**config.mk**
```make
export PLATFORM = sky130hd
export DESIGN_NAME = fax_g3_eol_row_deframer
export DESIGN_NICKNAME = d
export VERILOG_FILES = /design/src/rtl/fgd_pkg.sv /design/src/rtl/fgd_ram.sv /design/src/rtl/fgd_front.sv /design/src/rtl/fgd_evq.sv /design/src/rtl/fgd_back.sv /design/src/rtl/fax_g3_eol_row_deframer.sv
export SDC_FILE = /design/constraint.sdc
export NUM_CORES = 2
export LEC_CHECK = 0
export BUFFER_PORTS_ARGS = -buffer_cell sky130_fd_sc_hd__buf_2
export CAP_MARGIN = 20
export CORE_MARGIN = 3
export CORE_UTILIZATION = 40
export CTS_CLUSTER_SIZE = 8
export DETAILED_ROUTE_END_ITERATION = 8
export PLACE_DENSITY = 0.53
export SETUP_SLACK_MARGIN = 0.2
export SYNTH_ARGS = -nofsm -noshare
export SYNTH_HDL_FRONTEND = slang
export SYNTH_SLANG_ARGS = --single-unit
```
**constraint.sdc**
```tcl
create_clock -name clock -period 10.92 [get_ports clock]
set_input_delay 2.184 -clock clock [delete_from_list [all_inputs] [get_ports clock]]
set_output_delay 2.184 -clock clock [all_outputs]
set_load 0.005 [all_outputs]
```
**src/rtl/fgd_pkg.sv**
```systemverilog
// Shared types and constants for the Group 3 fax EOL/RTC row deframer.
// Holds the event format passed from the bit scanner to the row builder.
// No dependencies.
package fgd_pkg;

   // Command codes on the request channel.
   localparam logic CMD_DATA = 1'b0;
   localparam logic CMD_END  = 1'b1;

   // Result kinds on the response channel.
   localparam logic RSP_KIND_ROW     = 1'b0;
   localparam logic RSP_KIND_SUMMARY = 1'b1;

   // Eleven zeros followed by a one make an end-of-line code.
   localparam logic [3:0] EOL_MIN_ZEROS = 4'd11;

   // Bytes appended to every non-empty row.
   localparam logic [7:0] EOL_FIRST_BYTE = 8'h00;
   localparam logic [7:0] EOL_CODE_1D    = 8'h01;
   localparam logic [7:0] EOL_CODE_2D    = 8'h02;

   localparam logic [15:0] ROW_COUNT_MAX  = 16'hFFFF;
   localparam logic [23:0] BYTE_COUNT_MAX = 24'hFFFFFF;

   localparam int EVQ_DEPTH = 4;

   // Events from the scanner: a short run to pack, a row end, or a page end.
   typedef enum logic [1:0] {
      EV_RUN,
      EV_EOL,
      EV_RTC,
      EV_EOD
   } ev_kind_type;

   // For EV_RUN the argument is the run length including its closing one;
   // for EV_EOL it is the second EOL byte.
   typedef struct packed {
      ev_kind_type kind;
      logic [3:0]  arg;
   } evq_entry_type;

   typedef enum logic [3:0] {
      BK_IDLE,
      BK_RUN,
      BK_PAD,
      BK_EOL_LO,
      BK_EOL_HI,
      BK_FLUSH,
      BK_DRAIN_RD,
      BK_DRAIN_WAIT,
      BK_SUM
   } back_state_type;

   function automatic logic [7:0] rev8(input logic [7:0] v);
      logic [7:0] r;
      for (int i = 0; i < 8; i++) begin
         r[7 - i] = v[i];
      end
      return r;
   endfunction

endpackage

```
**src/rtl/fgd_ram.sv**
```systemverilog
// Generic single-port-write, single-port-read RAM with registered read data.
// No dependencies.
module fgd_ram #(
   parameter int WIDTH = 8,
   parameter int DEPTH = 16,
   localparam int AW = (DEPTH > 1) ? $clog2(DEPTH) : 1
) (
   input  logic             clock,
   input  logic             wr_en,
   input  logic [AW-1:0]    wr_addr,
   input  logic [WIDTH-1:0] wr_data,
   input  logic             rd_en,
   input  logic [AW-1:0]    rd_addr,
   output logic [WIDTH-1:0] rd_data
);

   logic [WIDTH-1:0] mem_ff [DEPTH];
   logic [WIDTH-1:0] rd_data_ff;

   always_ff @(posedge clock) begin
      if (wr_en) begin
         mem_ff[wr_addr] <= wr_data;
      end
      if (rd_en) begin
         rd_data_ff <= mem_ff[rd_addr];
      end
   end

   assign rd_data = rd_data_ff;

endmodule

```
**src/rtl/fgd_front.sv**
```systemverilog
// Bit scanner: accepts request beats and splits the line bits into runs,
// row ends and page ends, pushed as events into the queue. Uses fgd_pkg.
module fgd_front import fgd_pkg::*; (
   input  logic          clock,
   input  logic          reset,
   input  logic          two_d_mode,
   input  logic          req_valid,
   output logic          req_ready,
   input  logic          req_cmd,
   input  logic [7:0]    req_data_byte,
   input  logic          evq_full,
   output logic          evq_push,
   output evq_entry_type evq_data
);

   logic       busy_ff, busy_in;
   logic       cmd_ff, cmd_in;
   logic [7:0] byte_ff, byte_in;
   logic [2:0] idx_ff, idx_in;
   logic [3:0] zero_run_ff, zero_run_in;
   logic       tag_pending_ff, tag_pending_in;
   logic       row_has_data_ff, row_has_data_in;
   logic [1:0] empty_eol_ff, empty_eol_in;

   logic          step;
   logic          done;
   logic          bit_val;
   logic          eol_now;
   logic          eol_tag;
   evq_entry_type ev;

   always_ff @(posedge clock) begin
      if (reset) begin
         busy_ff         <= 1'b0;
         zero_run_ff     <= '0;
         tag_pending_ff  <= 1'b0;
         row_has_data_ff <= 1'b0;
         empty_eol_ff    <= '0;
      end else begin
         busy_ff         <= busy_in;
         zero_run_ff     <= zero_run_in;
         tag_pending_ff  <= tag_pending_in;
         row_has_data_ff <= row_has_data_in;
         empty_eol_ff    <= empty_eol_in;
      end
      cmd_ff  <= cmd_in;
      byte_ff <= byte_in;
      idx_ff  <= idx_in;
   end

   always_comb begin
      busy_in         = busy_ff;
      cmd_in          = cmd_ff;
      byte_in         = byte_ff;
      idx_in          = idx_ff;
      zero_run_in     = zero_run_ff;
      tag_pending_in  = tag_pending_ff;
      row_has_data_in = row_has_data_ff;
      empty_eol_in    = empty_eol_ff;
      ev              = '{kind: EV_RUN, arg: 4'd0};
      evq_push        = 1'b0;
      done            = 1'b0;
      eol_now         = 1'b0;
      eol_tag         = 1'b0;

      // One line bit per cycle; every bit needs a free queue slot.
      step    = busy_ff && !evq_full;
      bit_val = byte_ff[idx_ff];

      if (step) begin
         done = (idx_ff == 3'd7);
         if (cmd_ff == CMD_END) begin
            evq_push        = 1'b1;
            ev.kind         = EV_EOD;
            zero_run_in     = '0;
            tag_pending_in  = 1'b0;
            row_has_data_in = 1'b0;
            empty_eol_in    = '0;
            done            = 1'b1;
         end else if (tag_pending_ff) begin
            tag_pending_in = 1'b0;
            eol_now        = 1'b1;
            eol_tag        = bit_val;
         end else if (!bit_val) begin
            if (zero_run_ff < EOL_MIN_ZEROS) begin
               zero_run_in = zero_run_ff + 4'd1;
            end
         end else if (zero_run_ff >= EOL_MIN_ZEROS) begin
            zero_run_in = '0;
            if (two_d_mode) begin
               tag_pending_in = 1'b1;
            end else begin
               eol_now = 1'b1;
            end
         end else begin
            evq_push        = 1'b1;
            ev.kind         = EV_RUN;
            ev.arg          = zero_run_ff + 4'd1;
            zero_run_in     = '0;
            row_has_data_in = 1'b1;
         end

         if (eol_now) begin
            if (!row_has_data_ff) begin
               // A second empty line in a row is the return-to-control code;
               // the rest of this byte is thrown away.
               if (empty_eol_ff != 2'd0) begin
                  evq_push        = 1'b1;
                  ev.kind         = EV_RTC;
                  zero_run_in     = '0;
                  tag_pending_in  = 1'b0;
                  row_has_data_in = 1'b0;
                  empty_eol_in    = '0;
                  done            = 1'b1;
               end else begin
                  empty_eol_in = empty_eol_ff + 2'd1;
               end
            end else begin
               evq_push = 1'b1;
               ev.kind  = EV_EOL;
               ev.arg   = two_d_mode ? (4'(EOL_CODE_2D) | {3'b000, eol_tag})
                                     : 4'(EOL_CODE_1D);
               row_has_data_in = 1'b0;
               empty_eol_in    = '0;
            end
         end

         idx_in = idx_ff + 3'd1;
         if (done) begin
            busy_in = 1'b0;
         end
      end

      req_ready = !busy_ff || (step && done);
      if (req_valid && req_ready) begin
         busy_in = 1'b1;
         cmd_in  = req_cmd;
         byte_in = req_data_byte;
         idx_in  = '0;
      end

      evq_data = ev;
   end

endmodule

```
**src/rtl/fgd_evq.sv**
```systemverilog
// Short event queue between the bit scanner and the row builder.
// Uses fgd_pkg for the entry type and depth.
module fgd_evq import fgd_pkg::*; (
   input  logic          clock,
   input  logic          reset,
   input  logic          push,
   input  evq_entry_type push_data,
   output logic          full,
   input  logic          pop,
   output logic          head_valid,
   output evq_entry_type head
);

   localparam int PTR_W = $clog2(EVQ_DEPTH);
   localparam int CNT_W = $clog2(EVQ_DEPTH + 1);

   evq_entry_type    slot_ff [EVQ_DEPTH];
   logic [PTR_W-1:0] wr_ptr_ff, wr_ptr_in;
   logic [PTR_W-1:0] rd_ptr_ff, rd_ptr_in;
   logic [CNT_W-1:0] count_ff, count_in;
   logic             do_pop;

   always_comb begin
      full       = (count_ff == CNT_W'(EVQ_DEPTH));
      head_valid = (count_ff != '0);
      head       = slot_ff[rd_ptr_ff];
      do_pop     = pop && head_valid;
      wr_ptr_in  = push ? wr_ptr_ff + 1'b1 : wr_ptr_ff;
      rd_ptr_in  = do_pop ? rd_ptr_ff + 1'b1 : rd_ptr_ff;
      count_in   = count_ff;
      if (push && !do_pop) begin
         count_in = count_ff + 1'b1;
      end else if (!push && do_pop) begin
         count_in = count_ff - 1'b1;
      end
   end

   always_ff @(posedge clock) begin
      if (reset) begin
         wr_ptr_ff <= '0;
         rd_ptr_ff <= '0;
         count_ff  <= '0;
      end else begin
         wr_ptr_ff <= wr_ptr_in;
         rd_ptr_ff <= rd_ptr_in;
         count_ff  <= count_in;
      end
      if (push) begin
         slot_ff[wr_ptr_ff] <= push_data;
      end
   end

endmodule

```
**src/rtl/fgd_back.sv**
```systemverilog
// Row builder: packs runs into bytes, collects bit-reversed bytes into 64-bit
// words in the row store, appends the EOL bytes and drains rows and page
// summaries to the response register. Uses fgd_pkg and fgd_ram.
module fgd_back import fgd_pkg::*; #(
   parameter int ROW_BITS = 2432
) (
   input  logic          clock,
   input  logic          reset,
   input  logic          evq_valid,
   input  evq_entry_type evq_head,
   output logic          evq_pop,
   output logic          rsp_valid,
   input  logic          rsp_ready,
   output logic          rsp_kind,
   output logic [63:0]   rsp_row_word,
   output logic [3:0]    rsp_word_bytes,
   output logic          rsp_last,
   output logic [15:0]   rsp_row_count,
   output logic [23:0]   rsp_total_bytes,
   output logic          rsp_premature_end
);

   localparam int ROW_BYTES = ROW_BITS / 8;
   localparam int DATA_CAP  = ROW_BYTES - 2;
   localparam int FILL_W    = $clog2(ROW_BYTES + 1);
   localparam int WORDS     = (ROW_BYTES + 7) / 8;
   localparam int ADDR_W    = (WORDS > 1) ? $clog2(WORDS) : 1;

   back_state_type    state_ff, state_in;
   logic [3:0]        run_len_ff, run_len_in;
   logic [7:0]        code_ff, code_in;
   logic              prem_ff, prem_in;
   logic [7:0]        pack_byte_ff, pack_byte_in;
   logic [2:0]        pack_bit_ff, pack_bit_in;
   logic [FILL_W-1:0] row_fill_ff, row_fill_in;
   logic [63:0]       acc_ff, acc_in;
   logic [15:0]       rows_ff, rows_in;
   logic [23:0]       bytes_ff, bytes_in;
   logic [FILL_W-1:0] drain_left_ff, drain_left_in;
   logic [ADDR_W-1:0] widx_ff, widx_in;

   logic        rsp_valid_ff, rsp_valid_in;
   logic        rsp_kind_ff, rsp_kind_in;
   logic [63:0] rsp_word_ff, rsp_word_in;
   logic [3:0]  rsp_bytes_ff, rsp_bytes_in;
   logic        rsp_last_ff, rsp_last_in;
   logic [15:0] rsp_rows_ff, rsp_rows_in;
   logic [23:0] rsp_total_ff, rsp_total_in;
   logic        rsp_prem_ff, rsp_prem_in;

   logic              out_free;
   logic              st_en;
   logic              st_force;
   logic [7:0]        st_val;
   logic [2:0]        lane;
   logic [63:0]       acc_new;
   logic [3:0]        avail;
   logic [7:0]        run_byte;
   logic [24:0]       bytes_sum;
   logic              ram_we;
   logic [ADDR_W-1:0] ram_waddr;
   logic [63:0]       ram_wdata;
   logic              ram_re;
   logic [63:0]       ram_rdata;

   fgd_ram #(
      .WIDTH (64),
      .DEPTH (WORDS)
   ) u_row_store (
      .clock   (clock),
      .wr_en   (ram_we),
      .wr_addr (ram_waddr),
      .wr_data (ram_wdata),
      .rd_en   (ram_re),
      .rd_addr (widx_ff),
      .rd_data (ram_rdata)
   );

   always_ff @(posedge clock) begin
      if (reset) begin
         state_ff     <= BK_IDLE;
         pack_byte_ff <= '0;
         pack_bit_ff  <= 3'd7;
         row_fill_ff  <= '0;
         acc_ff       <= '0;
         rows_ff      <= '0;
         bytes_ff     <= '0;
         rsp_valid_ff <= 1'b0;
      end else begin
         state_ff     <= state_in;
         pack_byte_ff <= pack_byte_in;
         pack_bit_ff  <= pack_bit_in;
         row_fill_ff  <= row_fill_in;
         acc_ff       <= acc_in;
         rows_ff      <= rows_in;
         bytes_ff     <= bytes_in;
         rsp_valid_ff <= rsp_valid_in;
      end
      run_len_ff    <= run_len_in;
      code_ff       <= code_in;
      prem_ff       <= prem_in;
      drain_left_ff <= drain_left_in;
      widx_ff       <= widx_in;
      rsp_kind_ff   <= rsp_kind_in;
      rsp_word_ff   <= rsp_word_in;
      rsp_bytes_ff  <= rsp_bytes_in;
      rsp_last_ff   <= rsp_last_in;
      rsp_rows_ff   <= rsp_rows_in;
      rsp_total_ff  <= rsp_total_in;
      rsp_prem_ff   <= rsp_prem_in;
   end

   always_comb begin
      state_in      = state_ff;
      run_len_in    = run_len_ff;
      code_in       = code_ff;
      prem_in       = prem_ff;
      pack_byte_in  = pack_byte_ff;
      pack_bit_in   = pack_bit_ff;
      row_fill_in   = row_fill_ff;
      acc_in        = acc_ff;
      rows_in       = rows_ff;
      bytes_in      = bytes_ff;
      drain_left_in = drain_left_ff;
      widx_in       = widx_ff;

      out_free     = !rsp_valid_ff || rsp_ready;
      rsp_valid_in = rsp_valid_ff && !rsp_ready;
      rsp_kind_in  = rsp_kind_ff;
      rsp_word_in  = rsp_word_ff;
      rsp_bytes_in = rsp_bytes_ff;
      rsp_last_in  = rsp_last_ff;
      rsp_rows_in  = rsp_rows_ff;
      rsp_total_in = rsp_total_ff;
      rsp_prem_in  = rsp_prem_ff;

      evq_pop   = 1'b0;
      st_en     = 1'b0;
      st_force  = 1'b0;
      st_val    = pack_byte_ff;
      ram_we    = 1'b0;
      ram_waddr = ADDR_W'(row_fill_ff >> 3);
      ram_wdata = acc_ff;
      ram_re    = 1'b0;

      avail     = {1'b0, pack_bit_ff} + 4'd1;
      run_byte  = pack_byte_ff | (8'd1 << (avail - run_len_ff));
      bytes_sum = {1'b0, bytes_ff} + 25'(row_fill_ff);

      case (state_ff)
         BK_IDLE: begin
            if (evq_valid) begin
               evq_pop = 1'b1;
               case (evq_head.kind)
                  EV_RUN: begin
                     run_len_in = evq_head.arg;
                     state_in   = BK_RUN;
                  end
                  EV_EOL: begin
                     code_in  = 8'(evq_head.arg);
                     state_in = BK_PAD;
                  end
                  EV_RTC: begin
                     prem_in  = 1'b0;
                     state_in = BK_SUM;
                  end
                  EV_EOD: begin
                     prem_in  = 1'b1;
                     state_in = BK_SUM;
                  end
                  default: state_in = BK_IDLE;
               endcase
            end
         end
         BK_RUN: begin
            // The run's zeros then its one; a run can cross up to two byte
            // boundaries, and each crossing stores the filled byte.
            if (run_len_ff <= avail) begin
               if (run_len_ff == avail) begin
                  st_en        = 1'b1;
                  st_val       = run_byte;
                  pack_byte_in = '0;
                  pack_bit_in  = 3'd7;
               end else begin
                  pack_byte_in = run_byte;
                  pack_bit_in  = 3'(avail - run_len_ff - 4'd1);
               end
               state_in = BK_IDLE;
            end else begin
               st_en        = 1'b1;
               st_val       = pack_byte_ff;
               pack_byte_in = '0;
               pack_bit_in  = 3'd7;
               run_len_in   = run_len_ff - avail;
            end
         end
         BK_PAD: begin
            if (pack_bit_ff != 3'd7) begin
               st_en  = 1'b1;
               st_val = pack_byte_ff;
            end
            pack_byte_in = '0;
            pack_bit_in  = 3'd7;
            state_in     = BK_EOL_LO;
         end
         BK_EOL_LO: begin
            st_en    = 1'b1;
            st_force = 1'b1;
            st_val   = EOL_FIRST_BYTE;
            state_in = BK_EOL_HI;
         end
         BK_EOL_HI: begin
            st_en    = 1'b1;
            st_force = 1'b1;
            st_val   = code_ff;
            state_in = BK_FLUSH;
         end
         BK_FLUSH: begin
            if (row_fill_ff[2:0] != 3'd0) begin
               ram_we = 1'b1;
            end
            acc_in = '0;
            if (rows_ff != ROW_COUNT_MAX) begin
               rows_in = rows_ff + 16'd1;
            end
            bytes_in      = bytes_sum[24] ? BYTE_COUNT_MAX : bytes_sum[23:0];
            drain_left_in = row_fill_ff;
            widx_in       = '0;
            state_in      = BK_DRAIN_RD;
         end
         BK_DRAIN_RD: begin
            ram_re   = 1'b1;
            state_in = BK_DRAIN_WAIT;
         end
         BK_DRAIN_WAIT: begin
            if (out_free) begin
               rsp_valid_in = 1'b1;
               rsp_kind_in  = RSP_KIND_ROW;
               rsp_word_in  = ram_rdata;
               rsp_bytes_in = (drain_left_ff > FILL_W'(8)) ? 4'd8 : 4'(drain_left_ff);
               rsp_last_in  = (drain_left_ff <= FILL_W'(8));
               rsp_rows_in  = rows_ff;
               rsp_total_in = bytes_ff;
               rsp_prem_in  = 1'b0;
               if (drain_left_ff <= FILL_W'(8)) begin
                  row_fill_in = '0;
                  state_in    = BK_IDLE;
               end else begin
                  drain_left_in = drain_left_ff - FILL_W'(8);
                  widx_in       = widx_ff + 1'b1;
                  state_in      = BK_DRAIN_RD;
               end
            end
         end
         BK_SUM: begin
            if (out_free) begin
               rsp_valid_in = 1'b1;
               rsp_kind_in  = RSP_KIND_SUMMARY;
               rsp_word_in  = '0;
               rsp_bytes_in = '0;
               rsp_last_in  = 1'b1;
               rsp_rows_in  = rows_ff;
               rsp_total_in = bytes_ff;
               rsp_prem_in  = prem_ff;
               rows_in      = '0;
               bytes_in     = '0;
               row_fill_in  = '0;
               acc_in       = '0;
               pack_byte_in = '0;
               pack_bit_in  = 3'd7;
               state_in     = BK_IDLE;
            end
         end
         default: state_in = BK_IDLE;
      endcase

      // Byte store: data bytes stop at the cap so the two EOL bytes always fit.
      lane    = row_fill_ff[2:0];
      acc_new = acc_ff | (64'(rev8(st_val)) << {lane, 3'b000});
      if (st_en && (st_force || (row_fill_ff < FILL_W'(DATA_CAP)))) begin
         row_fill_in = row_fill_ff + 1'b1;
         if (lane == 3'd7) begin
            ram_we    = 1'b1;
            ram_wdata = acc_new;
            acc_in    = '0;
         end else begin
            acc_in = acc_new;
         end
      end
   end

   assign rsp_valid         = rsp_valid_ff;
   assign rsp_kind          = rsp_kind_ff;
   assign rsp_row_word      = rsp_word_ff;
   assign rsp_word_bytes    = rsp_bytes_ff;
   assign rsp_last          = rsp_last_ff;
   assign rsp_row_count     = rsp_rows_ff;
   assign rsp_total_bytes   = rsp_total_ff;
   assign rsp_premature_end = rsp_prem_ff;

endmodule

```
**src/rtl/fax_g3_eol_row_deframer.sv**
```systemverilog
// Data bytes are scanned at one line bit per cycle while the event queue has room, and
// the next beat is accepted as the last bit of a byte is scanned. A row's first word
// and an RTC or end-of-data summary go out once queued run work is done and the
// output is free; the builder's backlog stalls input. Reset is synchronous, active
// high, and clears all control state and page counters; the row store is not cleared
// and needs no pass.
module fax_g3_eol_row_deframer import fgd_pkg::*; #(
   parameter int ROW_BITS = 2432
) (
   input  logic        clock,
   input  logic        reset,
   input  logic        csr_wr_en,
   input  logic        csr_wr_data,
   input  logic        req_valid,
   output logic        req_ready,
   input  logic        req_cmd,
   input  logic [7:0]  req_data_byte,
   output logic        rsp_valid,
   input  logic        rsp_ready,
   output logic        rsp_kind,
   output logic [63:0] rsp_row_word,
   output logic [3:0]  rsp_word_bytes,
   output logic        rsp_last,
   output logic [15:0] rsp_row_count,
   output logic [23:0] rsp_total_bytes,
   output logic        rsp_premature_end
);

   logic          two_d_mode_ff;
   logic          evq_push;
   logic          evq_full;
   logic          evq_pop;
   logic          evq_valid;
   evq_entry_type evq_push_data;
   evq_entry_type evq_head;

   always_ff @(posedge clock) begin
      if (reset) begin
         two_d_mode_ff <= 1'b0;
      end else if (csr_wr_en) begin
         two_d_mode_ff <= csr_wr_data;
      end
   end

   fgd_front u_front (
      .clock         (clock),
      .reset         (reset),
      .two_d_mode    (two_d_mode_ff),
      .req_valid     (req_valid),
      .req_ready     (req_ready),
      .req_cmd       (req_cmd),
      .req_data_byte (req_data_byte),
      .evq_full      (evq_full),
      .evq_push      (evq_push),
      .evq_data      (evq_push_data)
   );

   fgd_evq u_evq (
      .clock      (clock),
      .reset      (reset),
      .push       (evq_push),
      .push_data  (evq_push_data),
      .full       (evq_full),
      .pop        (evq_pop),
      .head_valid (evq_valid),
      .head       (evq_head)
   );

   fgd_back #(
      .ROW_BITS (ROW_BITS)
   ) u_back (
      .clock             (clock),
      .reset             (reset),
      .evq_valid         (evq_valid),
      .evq_head          (evq_head),
      .evq_pop           (evq_pop),
      .rsp_valid         (rsp_valid),
      .rsp_ready         (rsp_ready),
      .rsp_kind          (rsp_kind),
      .rsp_row_word      (rsp_row_word),
      .rsp_word_bytes    (rsp_word_bytes),
      .rsp_last          (rsp_last),
      .rsp_row_count     (rsp_row_count),
      .rsp_total_bytes   (rsp_total_bytes),
      .rsp_premature_end (rsp_premature_end)
   );

`ifndef SYNTHESIS
   // The scanner must never push an event into a full queue.
   a_evq_no_overflow: assert property (@(posedge clock) disable iff (reset)
      !(evq_push && evq_full))
      else $error("event pushed into full queue");

   // A page summary carries no row bytes and always closes its group.
   a_summary_shape: assert property (@(posedge clock) disable iff (reset)
      (rsp_valid && rsp_kind == RSP_KIND_SUMMARY) |->
         (rsp_last && rsp_word_bytes == 4'd0 && rsp_row_word == 64'd0))
      else $error("malformed page summary");

   // Row words hold between one and eight bytes.
   a_row_word_bytes: assert property (@(posedge clock) disable iff (reset)
      (rsp_valid && rsp_kind == RSP_KIND_ROW) |->
         (rsp_word_bytes != 4'd0 && rsp_word_bytes <= 4'd8))
      else $error("row word byte count out of range");

   // A row word that is not the last of its row is always full.
   a_row_word_full: assert property (@(posedge clock) disable iff (reset)
      (rsp_valid && rsp_kind == RSP_KIND_ROW && !rsp_last) |->
         (rsp_word_bytes == 4'd8))
      else $error("short row word before end of row");
`endif

endmodule
```
# Word-level counts from Yosys, hierarchy flattened
# Memories as Yosys holds them, arrays and structs flattened. A register that Yosys moved wholly into a read port is not among the register bits.
# Cells that the tools add are included.
# totals
reg_bits	293
latch_bits	0
mem_bits_rw	2456
romBits	0
inputBits	15
output_inout_bits	113
word_cells	284
mem_count	2
# op_classes
n_addsub	16
mul	0
div_mod_pow	0
magnitude_cmp	7
eq_ne	28
shift	2
muxes	144
n_bitwise	2
n_reduce_logical	51
# mem_list
name	depth	word_bits	rd	rd_clocked_by_memory_dff	wr	line_no	rtl
u_back.u_row_store.mem_ff	38	64	1	1	1	fgd_ram.sv:17	logic [WIDTH-1:0] mem_ff [DEPTH];
u_evq.slot_ff	4	6	1	1	1	fgd_evq.sv:17	evq_entry_type slot_ff [EVQ_DEPTH];
# op_table
op	n
$mux 64	6
$pmux 64 s2	2
$mux 4	19
$or 64x64->64	1
$shl 8x6->64	1
$mux 1	62
$mux 9	6
$mux 24	2
$pmux 24 s2	1
$pmux 8 s3	2
$mux 8	5
$mux 6	6
$pmux 4 s9	1
$pmux 9 s2	2
$mux 16	2
$pmux 16 s2	1
$add 24x9->25	1
$mux 2	10
$reduce_bool 2->1	10
$mux 3	6
$add 16x1->16 const B	1
$eq 4x3->1 const B	4
$ne 16x16->1 const B	1
$pmux 4 s2	2
45 further kinds	96

# Depth between registers and ports, before layout
# logic_depth
word_depth	14
mapped_depth	13

# By module
# A second synthesis with hierarchy kept.
# hier_totals
cells_unflattened	5448
hier_area_um2	109247.3
# by_module_without_submodules
module	instances	cells_per_inst	area_per_inst_um2	seq_area_each_um2
fgd_ram	1	4100	94653.3	74951.9
fgd_back	1	1138	12040.3	6636.4
fgd_evq	1	75	1328.8	900.9
fgd_front	1	132	1191.1	510.5
fax_g3_eol_row_deframer	1	3	33.8	20.0

# Least setup slack after synthesis
# No wires, ideal clock.
# synth_path
kind	register -> register
start	reg u_back.pack_bit_ff[0]
end	mem u_back.u_row_store.mem_ff[32][0] (enable)
setup_time_ps	565
t_arrival_ps	6836
required_ps	10355
setup_slack_ps	3519
stages_incl_launch_ff	12
synth_period_minus_slack_ps	7401
cell_sequence	dfxtp_1 -> ha_1 -> ha_1 -> ha_1 -> clkbuf_1 -> nand4_1 -> a31oi_4 -> o2bb2ai_2 -> a21boi_4 -> buf_6 -> nor2_1 -> nor3_1
# synth_between
elab_chain_cells	9
elab_cells_between_ends	12
# synth_lines
item	line_no	rtl
start: declaration	fgd_back.sv:34	logic [2:0] pack_bit_ff, pack_bit_in;
start signal: assignment	fgd_back.sv:92	pack_bit_ff <= pack_bit_in;
parallel branches: the longest is 4 deep, another holds $add 3x1->4	n/a	
$pmux 1 s3 *	fgd_back.sv:150	case (state_ff)
$logic_and 1x1->1 *	fgd_back.sv:280	if (st_en && (st_force || (row_fill_ff < FILL_W'(DATA_CAP)))) begin
$mux 1 *	fgd_back.sv:280	
$mux 1 *	fgd_ram.sv:21	if (wr_en) begin
$mux 1 (implied by the code) *	fgd_ram.sv:22	mem_ff[wr_addr] <= wr_data;
end: declaration	fgd_ram.sv:17	
# Every way passes the cells marked *.

# Worst setup path in the final report
# layout_path
start	reg u_front.idx_ff[0]
end	out req_ready
# layout_between
elab_chain_cells	11
elab_cells_between_ends	15
# layout_lines
item	line_no	rtl
start: declaration	fgd_front.sv:19	logic [2:0] idx_ff, idx_in;
start signal: assignment	fgd_front.sv:48	idx_ff <= idx_in;
$bmux 1 s3	fgd_front.sv:68	bit_val = byte_ff[idx_ff];
$mux 1 (implied by the code)	fgd_front.sv:68	
$mux 1	fgd_front.sv:84	end else if (!bit_val) begin
$mux 1	fgd_front.sv:80	end else if (tag_pending_ff) begin
$mux 1	fgd_front.sv:72	if (cmd_ff == CMD_END) begin
$mux 1	fgd_front.sv:70	if (step) begin
$mux 1 *	fgd_front.sv:103	if (eol_now) begin
$mux 1 * (2 in series)	fgd_front.sv:70	
$logic_and 1x1->1 *	fgd_front.sv:134	req_ready = !busy_ff || (step && done);
$logic_or 1x1->1 *	fgd_front.sv:134	
end: declaration	fax_g3_eol_row_deframer.sv:15	output logic req_ready,
# Mark *: on every way between the ends. The rest lies on a longest branch, timed or not. The select of a mux whose other input is x is not followed.

==> run metrics <==
Post-Syn Nets 5453; Clock Latency Late Sink 0.94 ns; status completed; Worst Setup Path Type flip-flop to primary output; Unique masters post-synth 75; # Post-CTS Setup Buffers 0; unrepaired setup endpoints after global routing false; number of clock sinks 2815; Final Power 24000 uW; Ports 128; ANT nets after route 0; Fmax 0.1971 GHz; Synth Area in Compound Gates 0.05126; P_leak 0.04141 uW; Pwr Density 192.4 nW/um^2; Multi-input gate area 24240 um^2; first-pass GRT wire length 427.0 mm; pin count of the biggest net entering global routing 140; Die Wd 525.7 um; PortBufs 127; Final period util 0.4647; 1st-iter DRT viols 6260; CTS root buf clkbuf_16; share of post-route cells with drive strength above 1 0.2483; final WL 299.5 mm; # Max-Cap Violations 0; Rows 190; Fin Setup TNS 0 ns; CTS resizes 0; Avg Synthesized Cell Area 20.02 um^2; EDFF count, synth 2664; Final GP Congestion 0.8187; Hold Crit Start u_back.acc_ff[16]; commonest cells after routing, fill and taps aside edfxtp_1, mux4_2, clkbuf_16; Hold Buf Count CTS 0; clock-pin slew on the worst setup and hold paths 0.05 ns; WP buf/inv 1; delay-heaviest family, CP multiplexers; DRC 0; internal power 18700 uW; placed cells 8951; Yosys reg bits 2815; endpoints failing setup 0; Seq pwr share 0.500; crit path launch type flip-flop; Post-Synth XOR/XNOR Area 0.003648; commonest non-fill, non-tap cell in the layout edfxtp_1; YS warnings 0; most common flop cell mapped by yosys edfxtp_1; Slew Limit Fails 0; Switch Pwr 5306 uW; Final Skew 0.05542 ns; Core ar. 268400 um^2; vias after detailed routing 55423; area grow syn2layout 15.48%; min-delay worst type flip-flop to flip-flop; crit path max fanout 4; Vias/cell 5.872; relative slew slack 0.2330; crit end category primary output; # nets final 5855; CP startpoint u_front.idx_ff[0]; Non-Filler Instances 9439; total track usage 0.2140; Post-Synth Adder-Cell Area 0.005258; die footprint 276400 um^2; H-tree levels 5; Cell Chain, Critical Path mux4_2 -> mux2_2 -> a21boi_0 -> a31oi_1 -> buf_2; mux cell area share after synthesis 0.1288; RR Startpoint u_back.pack_bit_ff[0]; Initial Utilization 0.4025; Final HPWL DP 161.6 mm; post-synthesis simple-gate area fraction 0.02910; TritonCTS Buffers 390; # fillers 22231; Syn Inst Count 5395; Critical Path RT 8.74 ns; CP max stage cell mux4_2; mapped cell area 108000 um^2; Combinational Power Share 0.050; register area 83020 um^2; Die Height 525.7 um; Final Hold Vio Count 0; Crit path arrival time 2.89 ns; worst slew pin tran 1.142 ns; slowest stage delay, CP 0.56 ns; minimum clock period after layout 5.074 ns; CTS tree yes; Longest Clk Path Bufs 4; vias in the first global route 56682; peak supply drop 0.1421 mV; router iterations before antenna repair 5; initial antenna violation count 19; clock power share 0.451; Final Util 0.4648; Hold Worst Slack 0.4575 ns; gr ovfl total 0; asr flop ratio synth 0; register area share after synthesis 0.7685; sw frac 0.2211; largest family of logic cells by synthesized area multiplexers; Routed WL per cell 31.73 um
[cells by family (layout without fill, tap and decap cells)]
group | Yosys count | after routing
DFF | 2815 | 2815
AOI/OAI and AO/OA | 829 | 829
muxes | 660 | 660
and+or+nand+nor | 658 | 658
buffers and inverters | 345 | 833
xor gates and xnor gates | 45 | 45
adders and majority gates | 43 | 43
other | 0 | 4
[path summary, 6_finish.rpt]
kind | endpoint | slack [ns] | depth (start not counted)
setup / recovery | req_ready | 5.85 | 5
hold / removal | u_back.acc_ff[16] | 0.46 | 2
setup reg to reg | u_back.u_row_store.mem_ff[22][44] | 6.20 | 12
hold reg to reg | u_back.acc_ff[16] | 0.46 | 2
[worst register-to-register path, delay by kind of cell (launching register included)]
kind | cells | cell delay, ns
AO/OA/AOI/OAI | 2 | 0.32
flip-flops | 1 | 0.34
buffers and inverters | 3 | 1.52
adder cells (fa/ha/maj) | 3 | 0.95
AND/OR/NAND/NOR | 4 | 1.09
[synthesized netlist by cell type (39+ instances only)]
cell,number,area [um^2]
a22oi_1,257,1929
a21oi_1,204,1021
clkbuf_1,198,743.2
o211ai_1,72,540.5
a31oi_1,55,344.1
o21ai_0,95,475.5
nor2_1,177,664.4
mux2i_1,73,730.7
and2_1,76,475.5
buf_2,77,385.4
nor3_1,60,300.3
dfxtp_1,151,3023
edfxtp_1,2664,80000
o21bai_1,63,473.0
inv_1,42,157.7
nand2_1,203,762.0
mux4_2,584,13150
ha_1,39,488.0
[routing by layer]
layer  GRT usage  up-vias  part of all wire
met5           0        -          0.000023
met4     0.05418        2             0.024
met3     0.03816      410             0.068
met2      0.3373     2043              0.47
met1      0.3096    30038              0.43
li1            -    22930                 -
[power groups by stage]
stage	Clock, uW	Combinational, uW	Sequential, uW
final	10800	1190	12000
after CTS	11100	1200	12000
after floorplan	0	732	12200
after detailed placement	0	1190	12200
after global placement	0	1190	12200
after global routing	11500	1310	12000
[area by class of cell]
cell class	instances	share of cell area
flip-flops and latches	2815	0.6654
multi-input cells	2235	0.1943
clock buffers	451	0.08040
well taps	3552	0.03562
repair buffers	311	0.01815
clock inverters	27	0.004694
inverters	44	0.001324
diodes	4	0.00008023
[registers in the layout, summed over array words and instances (netlist names), 24 cells and up, named ones only]
name,flops
u_back.rsp_row_word,64
u_back.u_row_store.mem_ff,2432
u_back.bytes_ff,24
u_evq.slot_ff,24
u_back.acc_ff,64
u_back.rsp_total_bytes,24
u_back.u_row_store.rd_data,64
[per-stage QoR]
| step | setup WS [ns] | cell area [um^2] |
|---|---|---|
| final | 5.846 | 124800 |
| after global routing | 5.728 | 124800 |
| after CTS | 5.752 | 124700 |
| after floorplan | 3.519 | 108000 |
| after detailed placement | 6.144 | 114000 |
| after global placement | 6.161 | 114000 |
(Power assumes the default switching activity.)
